<file path="src/rtl/core/dfmod_pkg.sv">
`default_nettype none
package dfmod_pkg;
    localparam logic [10:0] EXP_ONES  = 11'h7ff;
    localparam logic [63:0] QUIET_NAN = 64'h7FF8000000000000;
    localparam int          QDEPTH    = 2;

    // classified request handed from front to back
    typedef struct packed {
        logic        done;      // result already known
        logic [63:0] result;
        logic        invalid;
        logic        sign;
        logic [52:0] xs;
        logic [52:0] ys;
        logic [12:0] ex;        // signed, at least 1 (subnormals take 1)
        logic [12:0] ey;
    } job_t;
endpackage
`default_nettype wire

</file>
<file path="src/rtl/core/double_fmod_unit.sv">
// Channel | Direction | tdata fields (low bit up)
// s_      | in        | dividend_bits[63:0], divisor_bits[127:64]
// m_      | out       | remainder_bits[63:0]; tuser: invalid_op
// Special cases: the result is decided in the front; the back end takes the request
// from the queue when idle and goes straight to showing the result.
// Otherwise the back end takes the request, normalises subnormal significands,
// runs a restoring reduction over the exponent difference, renormalises, packs
// the result, then holds the result.
// A two-entry queue lets the front accept while the back iterates.
// Reset (aresetn low, synchronous) empties the queue and idles the back end.
`default_nettype none
module double_fmod_unit (
    input  wire logic         aclk,
    input  wire logic         aresetn,
    input  wire logic         s_tvalid,
    output logic              s_tready,
    input  wire logic [127:0] s_tdata,   // dividend_bits, divisor_bits
    output logic              m_tvalid,
    input  wire logic         m_tready,
    output logic [63:0]       m_tdata,   // remainder_bits
    output logic              m_tuser    // invalid_op
);
    dfmod_pkg::job_t q_job;
    logic q_valid, q_ready;

    dfmod_front u_front (
        .aclk(aclk), .aresetn(aresetn), .in_valid(s_tvalid), .in_ready(s_tready),
        .xb(s_tdata[63:0]), .yb(s_tdata[127:64]),
        .q_valid(q_valid), .q_ready(q_ready), .q_job(q_job)
    );

    dfmod_back u_back (
        .aclk(aclk), .aresetn(aresetn), .q_valid(q_valid), .q_ready(q_ready),
        .q_job(q_job), .out_valid(m_tvalid), .out_ready(m_tready),
        .out_bits(m_tdata), .out_invalid(m_tuser)
    );
endmodule
`default_nettype wire

</file>
<file path="src/rtl/core/dfmod_front.sv">
`default_nettype none
module dfmod_front (
    input  wire logic            aclk,
    input  wire logic            aresetn,
    input  wire logic            in_valid,
    output logic                 in_ready,
    input  wire logic [63:0]     xb,
    input  wire logic [63:0]     yb,
    output logic                 q_valid,
    input  wire logic            q_ready,
    output dfmod_pkg::job_t      q_job
);
    dfmod_pkg::job_t job_c;
    dfmod_pkg::job_t mem_reg [dfmod_pkg::QDEPTH];
    logic [1:0] cnt_reg, cnt_next;
    logic       wp_reg, rp_reg;
    logic [10:0] ex, ey;
    logic [63:0] xm, ym;
    logic       push, pop;

    always_comb begin
        ex = xb[62:52];
        ey = yb[62:52];
        xm = {xb[62:0], 1'b0};
        ym = {yb[62:0], 1'b0};
        job_c = '0;
        job_c.sign = xb[63];
        job_c.xs = (ex == 11'd0) ? {1'b0, xb[51:0]} : {1'b1, xb[51:0]};
        job_c.ys = (ey == 11'd0) ? {1'b0, yb[51:0]} : {1'b1, yb[51:0]};
        job_c.ex = (ex == 11'd0) ? 13'd1 : {2'b00, ex};
        job_c.ey = (ey == 11'd0) ? 13'd1 : {2'b00, ey};
        if (ym == 64'd0 || (ey == dfmod_pkg::EXP_ONES && yb[51:0] != 52'd0)
            || ex == dfmod_pkg::EXP_ONES) begin
            job_c.done = 1'b1;
            job_c.result = dfmod_pkg::QUIET_NAN;
            job_c.invalid = 1'b1;
        end else if (xm <= ym) begin
            job_c.done = 1'b1;
            job_c.result = (xm == ym) ? {xb[63], 63'd0} : xb;
        end
    end

    assign in_ready = (cnt_reg != 2'(dfmod_pkg::QDEPTH));
    assign q_valid  = (cnt_reg != 2'd0);
    assign q_job    = mem_reg[rp_reg];
    assign push     = in_valid && in_ready;
    assign pop      = q_valid && q_ready;

    always_comb begin
        cnt_next = cnt_reg;
        if (push && !pop) cnt_next = cnt_reg + 2'd1;
        else if (pop && !push) cnt_next = cnt_reg - 2'd1;
    end

    always_ff @(posedge aclk) begin
        if (push) mem_reg[wp_reg] <= job_c;
        if (!aresetn) begin
            cnt_reg <= '0;
            wp_reg  <= 1'b0;
            rp_reg  <= 1'b0;
        end else begin
            cnt_reg <= cnt_next;
            if (push) wp_reg <= ~wp_reg;
            if (pop)  rp_reg <= ~rp_reg;
        end
    end
endmodule
`default_nettype wire

</file>
<file path="src/rtl/core/dfmod_back.sv">
`default_nettype none
module dfmod_back (
    input  wire logic            aclk,
    input  wire logic            aresetn,
    input  wire logic            q_valid,
    output logic                 q_ready,
    input  wire dfmod_pkg::job_t q_job,
    output logic                 out_valid,
    input  wire logic            out_ready,
    output logic [63:0]          out_bits,
    output logic                 out_invalid
);
    typedef enum logic [5:0] {
        S_IDLE = 6'b000001, S_NORM = 6'b000010, S_RED = 6'b000100,
        S_FIX  = 6'b001000, S_PACK = 6'b010000, S_OUT = 6'b100000
    } state_t;
    state_t state_reg;
    logic [53:0] xs_reg, ys_reg;
    logic signed [13:0] ex_reg, ey_reg;
    logic sign_reg;
    logic [63:0] res_reg;
    logic inv_reg;
    logic [54:0] diff;
    logic [12:0] sh;

    assign q_ready     = (state_reg == S_IDLE);
    assign out_valid   = (state_reg == S_OUT);
    assign out_bits    = res_reg;
    assign out_invalid = inv_reg;
    assign diff = {1'b0, xs_reg} - {1'b0, ys_reg};
    assign sh   = 13'(14'sd1 - ex_reg);

    always_ff @(posedge aclk) begin
        if (!aresetn) begin
            state_reg <= S_IDLE;
        end else begin
            unique case (state_reg)
                S_IDLE: if (q_valid) begin
                    xs_reg <= {1'b0, q_job.xs};
                    ys_reg <= {1'b0, q_job.ys};
                    ex_reg <= 14'($signed(q_job.ex));
                    ey_reg <= 14'($signed(q_job.ey));
                    sign_reg <= q_job.sign;
                    res_reg <= q_job.result;
                    inv_reg <= q_job.invalid;
                    state_reg <= q_job.done ? S_OUT : S_NORM;
                end
                S_NORM: begin
                    // one bit a cycle for both subnormal significands
                    if (xs_reg[52] && ys_reg[52]) state_reg <= S_RED;
                    if (!xs_reg[52]) begin
                        xs_reg <= xs_reg << 1; ex_reg <= ex_reg - 14'sd1;
                    end
                    if (!ys_reg[52]) begin
                        ys_reg <= ys_reg << 1; ey_reg <= ey_reg - 14'sd1;
                    end
                end
                S_RED: begin
                    if (!diff[54] && diff[53:0] == 54'd0) begin
                        res_reg <= {sign_reg, 63'd0};
                        state_reg <= S_OUT;
                    end else begin
                        if (ex_reg > ey_reg) begin
                            xs_reg <= (diff[54] ? xs_reg : diff[53:0]) << 1;
                            ex_reg <= ex_reg - 14'sd1;
                        end else begin
                            if (!diff[54]) xs_reg <= diff[53:0];
                            state_reg <= S_FIX;
                        end
                    end
                end
                S_FIX: begin
                    if (xs_reg[52]) state_reg <= S_PACK;
                    else begin
                        xs_reg <= xs_reg << 1; ex_reg <= ex_reg - 14'sd1;
                    end
                end
                S_PACK: begin
                    if (ex_reg > 14'sd0)
                        res_reg <= {sign_reg, ex_reg[10:0], xs_reg[51:0]};
                    else if (sh > 13'd63)
                        res_reg <= {sign_reg, 63'd0};
                    else
                        res_reg <= {sign_reg, 10'd0, xs_reg[52:0] >> sh[5:0]};
                    state_reg <= S_OUT;
                end
                S_OUT: if (out_ready) state_reg <= S_IDLE;
                default: state_reg <= S_IDLE;
            endcase
        end
    end
endmodule
`default_nettype wire

</file>
<file path="config.mk">
export PLATFORM = sky130hd
export DESIGN_NAME = double_fmod_unit
export DESIGN_NICKNAME = d
export VERILOG_FILES = /design/src/rtl/core/dfmod_pkg.sv /design/src/rtl/core/double_fmod_unit.sv /design/src/rtl/core/dfmod_front.sv /design/src/rtl/core/dfmod_back.sv
export SDC_FILE = /design/constraint.sdc
export NUM_CORES = 1
export LEC_CHECK = 0
export BUFFER_PORTS_ARGS = -buffer_cell sky130_fd_sc_hd__buf_2
export CAP_MARGIN = 20
export CORE_MARGIN = 2
export CORE_UTILIZATION = 61
export DETAILED_ROUTE_END_ITERATION = 16
export PLACE_DENSITY = 0.8
export SLEW_MARGIN = 25
export SYNTH_ARGS = -nofsm -noshare
export SYNTH_HDL_FRONTEND = slang
export SYNTH_SLANG_ARGS = --single-unit
export TNS_END_PERCENT = 20
</file>
<file path="constraint.sdc">
create_clock -name aclk -period 11.6 [get_ports aclk]
set_input_delay 1.16 -clock aclk [delete_from_list [all_inputs] [get_ports aclk]]
set_output_delay 1.16 -clock aclk [all_outputs]
set_load 0.005 [all_outputs]
</file>
==> impl_results.html <==
<table>
<tr><th>Metric</th><th>Value</th></tr>
<tr><th colspan="2">Run status</th></tr>
<tr><td>Result of the run</td><td>finished, final reports clean</td></tr>
<tr><th colspan="2">Die</th></tr>
<tr><td>Area of the die</td><td>between 0.05 and 0.06 mm²</td></tr>
<tr><td>I/O pin cnt</td><td>between 150 and 200</td></tr>
<tr><td>Site Rows</td><td>between 80 and 90</td></tr>
<tr><td>Die X-Extent</td><td>between 200 and 250 µm</td></tr>
<tr><td>Area of the core</td><td>around 0.056 mm²</td></tr>
<tr><td>Vertical die dimension</td><td>241 µm</td></tr>
<tr><td>Starting density of the core</td><td>61.3%</td></tr>
<tr><th colspan="2">Clock network</th></tr>
<tr><td>H-tree level count</td><td>2</td></tr>
<tr><td>Clock Sinks</td><td>602</td></tr>
<tr><td>CTS Buffer Depth</td><td>3</td></tr>
<tr><td>Library cell used as clock root buffer</td><td>clkbuf_16</td></tr>
<tr><td>CTS clk-pin slew, worst paths</td><td>approximately 0.060 ns</td></tr>
<tr><td>Hold-fix buffers at CTS</td><td>0</td></tr>
<tr><td>Insertion delay of the later-clocked pin in the worst-skew pair</td><td>0.67 ns</td></tr>
<tr><td>Number of clock buffers inserted by TritonCTS</td><td>60</td></tr>
<tr><td>Number of setup buffers added after CTS</td><td>0</td></tr>
<tr><td>Post-CTS resize count</td><td>0</td></tr>
<tr><td>TritonCTS clock tree</td><td>done</td></tr>
<tr><th colspan="2">STA</th></tr>
<tr><td>Final Critical Period</td><td>~6.6 ns</td></tr>
<tr><td>Final setup margin</td><td>between 5 and 6 ns</td></tr>
<tr><td>Worst relative slew slack</td><td>between 20% and 30%</td></tr>
<tr><td>Final hold violation count</td><td>0</td></tr>
<tr><td>Number of slew-limit violations in the final report</td><td>0</td></tr>
<tr><td>Worst-case clock skew</td><td>between 0.05 and 0.06 ns</td></tr>
<tr><td>Share of the clock period used by the worst path after layout</td><td>between 50 and 60%</td></tr>
<tr><td>Worst Hold Slack</td><td>approximately 0.54 ns</td></tr>
<tr><td>Total Negative Setup Slacks</td><td>0 ns</td></tr>
<tr><td>F_max</td><td>between 0.15 and 0.2 GHz</td></tr>
<tr><td>Tightest Pin Transition</td><td>around 1.1 ns</td></tr>
<tr><td>Setup-violating endpoint count in the final report</td><td>0</td></tr>
<tr><td>Setup repair after global routing missed its margin</td><td>false</td></tr>
<tr><th colspan="2">Layout</th></tr>
<tr><td>Max FFs per register</td><td>390</td></tr>
<tr><td>Fraction of layout cells with a size suffix above 1</td><td>approximately an eighth</td></tr>
<tr><td>Most common cell after layout, fill and taps aside</td><td>edfxtp_1</td></tr>
<tr><td>Area occupied by multi-input gates</td><td>0.0152 mm²</td></tr>
<tr><td>Number of inserted filler cells in the final layout</td><td>slightly above 4,000</td></tr>
<tr><td>Final #Nets</td><td>between 3,000 and 4,000</td></tr>
<tr><td>Area added between synthesis and finish</td><td>10.5%</td></tr>
<tr><td>Most used cells in the layout excluding fill and tap cells</td><td>591 x edfxtp_1, 297 x nand2_1, 280 x a21oi_1, 258 x mux2i_1, 251 x nor2_1</td></tr>
<tr><td>Storage cell area</td><td>about 0.018 mm²</td></tr>
<tr><th colspan="2">GRT</th></tr>
<tr><td>Initial antenna violation count</td><td>6</td></tr>
<tr><td>All-layer global routing usage</td><td>39.6%</td></tr>
<tr><td>Global-route wire length before repair</td><td>167 mm</td></tr>
<tr><td>Overall overflow remaining after global route</td><td>0</td></tr>
<tr><td>Number of global-route vias before repair</td><td>about 26,000</td></tr>
<tr><td>Pin count of the biggest net entering global routing</td><td>about 140</td></tr>
<tr><th colspan="2">Yosys</th></tr>
<tr><td>Leading area contributor after synthesis</td><td>edfxtp_1</td></tr>
<tr><td>Post-synthesis cell type count</td><td>89</td></tr>
<tr><td>Synth Net Count</td><td>3,439</td></tr>
<tr><td>Async SR Flop Fraction</td><td>0%</td></tr>
<tr><td>Main flop type after synthesis</td><td>edfxtp_1</td></tr>
<tr><td>Post-synthesis instance area</td><td>around 0.034 mm²</td></tr>
<tr><td>Register bit total from synthesis</td><td>between 600 and 700</td></tr>
<tr><td>Post-synthesis sequential area ratio</td><td>52.3%</td></tr>
<tr><td>Number of enable flip-flop cells after synthesis</td><td>roughly 590</td></tr>
<tr><td>Avg Inst Size Synth</td><td>10.8 µm²</td></tr>
<tr><td>Number of standard cells after synthesis</td><td>between 3,000 and 4,000</td></tr>
<tr><td>Synth top area share</td><td>51.6%</td></tr>
<tr><td>Ranking of synthesized cells by area</td><td>edfxtp_1 52%, mux2i_1 7.5%, ha_1 5.0%, a21oi_1 4.1%, nand2_1 3.3%</td></tr>
<tr><td>Number of warnings printed during yosys synthesis</td><td>0</td></tr>
<tr><th colspan="2">Place</th></tr>
<tr><td>Number of input and output port buffers inserted</td><td>between 150 and 200</td></tr>
<tr><td>HPWL after DPL</td><td>between 80 and 90 mm</td></tr>
<tr><td>GP Congestion</td><td>1.03</td></tr>
<tr><td>Pre-CTS setup slack</td><td>about 5.5 ns</td></tr>
<tr><th colspan="2">Pwr</th></tr>
<tr><td>Sum of internal, switching and leakage power</td><td>just over 0.01 W</td></tr>
<tr><td>Static leakage power</td><td>about 14 nW</td></tr>
<tr><td>Power density of the placed cells</td><td>about 270 mW/mm²</td></tr>
<tr><td>Worst VDD drop</td><td>0.243 mV</td></tr>
<tr><th colspan="2">Routing</th></tr>
<tr><td>DRC violation total after the first TritonRoute iteration</td><td>approximately 4,100</td></tr>
<tr><td>Drt total wl</td><td>roughly 120 mm</td></tr>
<tr><td>Count of nets left with antenna violations after detail routing</td><td>0</td></tr>
<tr><td>Vias per std cell</td><td>approximately 6.8</td></tr>
<tr><td>Routed length per instance</td><td>roughly 29 µm</td></tr>
<tr><td>Overall via count from detail_route</td><td>between 20,000 and 30,000</td></tr>
<tr><td>Length of the first detailed-routing pass in iterations</td><td>6</td></tr>
<tr><td>Count of unresolved DRC violations after routing</td><td>0</td></tr>
<tr><th colspan="2">Min path</th></tr>
<tr><td>HP Class</td><td>reg2reg</td></tr>
<tr><td>Worst hold start</td><td>u_back.sign_reg</td></tr>
<tr><th colspan="2">Critical path</th></tr>
<tr><td>Worst Setup End Kind</td><td>flip-flop</td></tr>
<tr><td>Kind of start point of the critical path</td><td>flip-flop</td></tr>
<tr><td>WP data arrival</td><td>a little under 7 ns</td></tr>
<tr><td>Worst setup path class</td><td>reg2reg</td></tr>
<tr><td>Reg-to-reg critical path startpoint</td><td>u_back.xs_reg[0]</td></tr>
<tr><td>Required time at the endpoint of the critical path</td><td>between 10 and 15 ns</td></tr>
<tr><td>Critical path peak fanout</td><td>between 60 and 70</td></tr>
<tr><td>Worst setup path start</td><td>u_back.xs_reg[0]</td></tr>
<tr><th colspan="2">Job</th></tr>
<tr><td>Max-capacitance violation count</td><td>0</td></tr>
</table>
==> logic make-up after synthesis <==
logic type	after synthesis	synth area share, %
buf+inv	376	4.18
compound gates	836	15.4
fa+ha+maj	139	5.08
flops	602	52.3
simple gates	832	11.1
xor+xnor	67	1.71
mux	316	10.3
==> worst max-delay path, cell delays in order (launching register included) <==
cell,delay (ns)
edfxtp_1,0.51
inv_1,0.10
ha_1,0.16
inv_1,0.07
fa_1,0.43
a211oi_2,0.34
o211ai_1,0.27
a41oi_1,0.31
xor2_1,0.47
nand2_1,0.24
a2111oi_0,0.76
nand4_1,0.33
nor4_1,0.49
nand4_1,0.40
nor3_1,0.33
o221a_2,0.24
buf_4,0.61
==> where the power goes <==
group          total, W  switching (W)  leakage [nW]  internal, W
registers       0.00348       0.000450          5.60      0.00303
logic           0.00490        0.00319          7.90      0.00171
clock network   0.00196       0.000866         0.958      0.00109
==> cell type report <==
cell class	instances	area share, %
inverter	165	1.63
tap	756	2.49
sequential	602	47.3
clock inverter	39	1.14
antenna	3	0.0198
timing repair buffer	234	3.39
clock buffer	69	4.04
multi-input combinational	2190	39.9
==> per-layer routing <==
metal / track usage, % / vias to the layer above / part of all wire (%)
li1: - / 12100 / -
met1: 53.8 / 13400 / 39
met2: 61.1 / 1702 / 45
met3: 8.92 / 286 / 11
met4: 17.7 / 4 / 5.0
met5: 0 / - / 0.016
==> worst paths after layout <==
kind                              end  slack (ns)  depth (start not counted)
setup reg to reg   u_back.out_bits[9]        5.03                         16
setup / recovery   u_back.out_bits[9]        5.03                         16
hold / removal    u_back.out_bits[63]        0.54                          2
hold reg to reg   u_back.out_bits[63]        0.54                          2
==> per-stage QoR <==
stage / cells / area (µm²) / util, %
2_1_floorplan: 3168 / 34400 / -
3_3_place_gp: 3947 / 36000 / 64.2
3_5_place_dp: 3947 / 36000 / 64.2
4_1_cts: 4055 / 38000 / 67.7
5_1_grt: 4056 / 38000 / 67.7
6_report: 4058 / 38000 / 67.7
==> synth_stat cells, drive strengths merged (26+ instances only) <==
| master | instances |
|---|---|
| nand4 | 54 |
| nand3 | 40 |
| nor2 | 256 |
| mux2i | 258 |
| a21o | 63 |
| a22oi | 41 |
| buf | 30 |
| xnor2 | 41 |
| nor4 | 35 |
| a211oi | 36 |
| a31oi | 27 |
| mux4 | 27 |
| clkbuf | 181 |
| a21oi | 285 |
| mux2 | 31 |
| o22ai | 83 |
| ha | 138 |
| nand2 | 300 |
| xor2 | 26 |
| o21ai | 148 |
| inv | 164 |
| nor3 | 40 |
| edfxtp | 591 |
(Power assumes the default switching activity.)
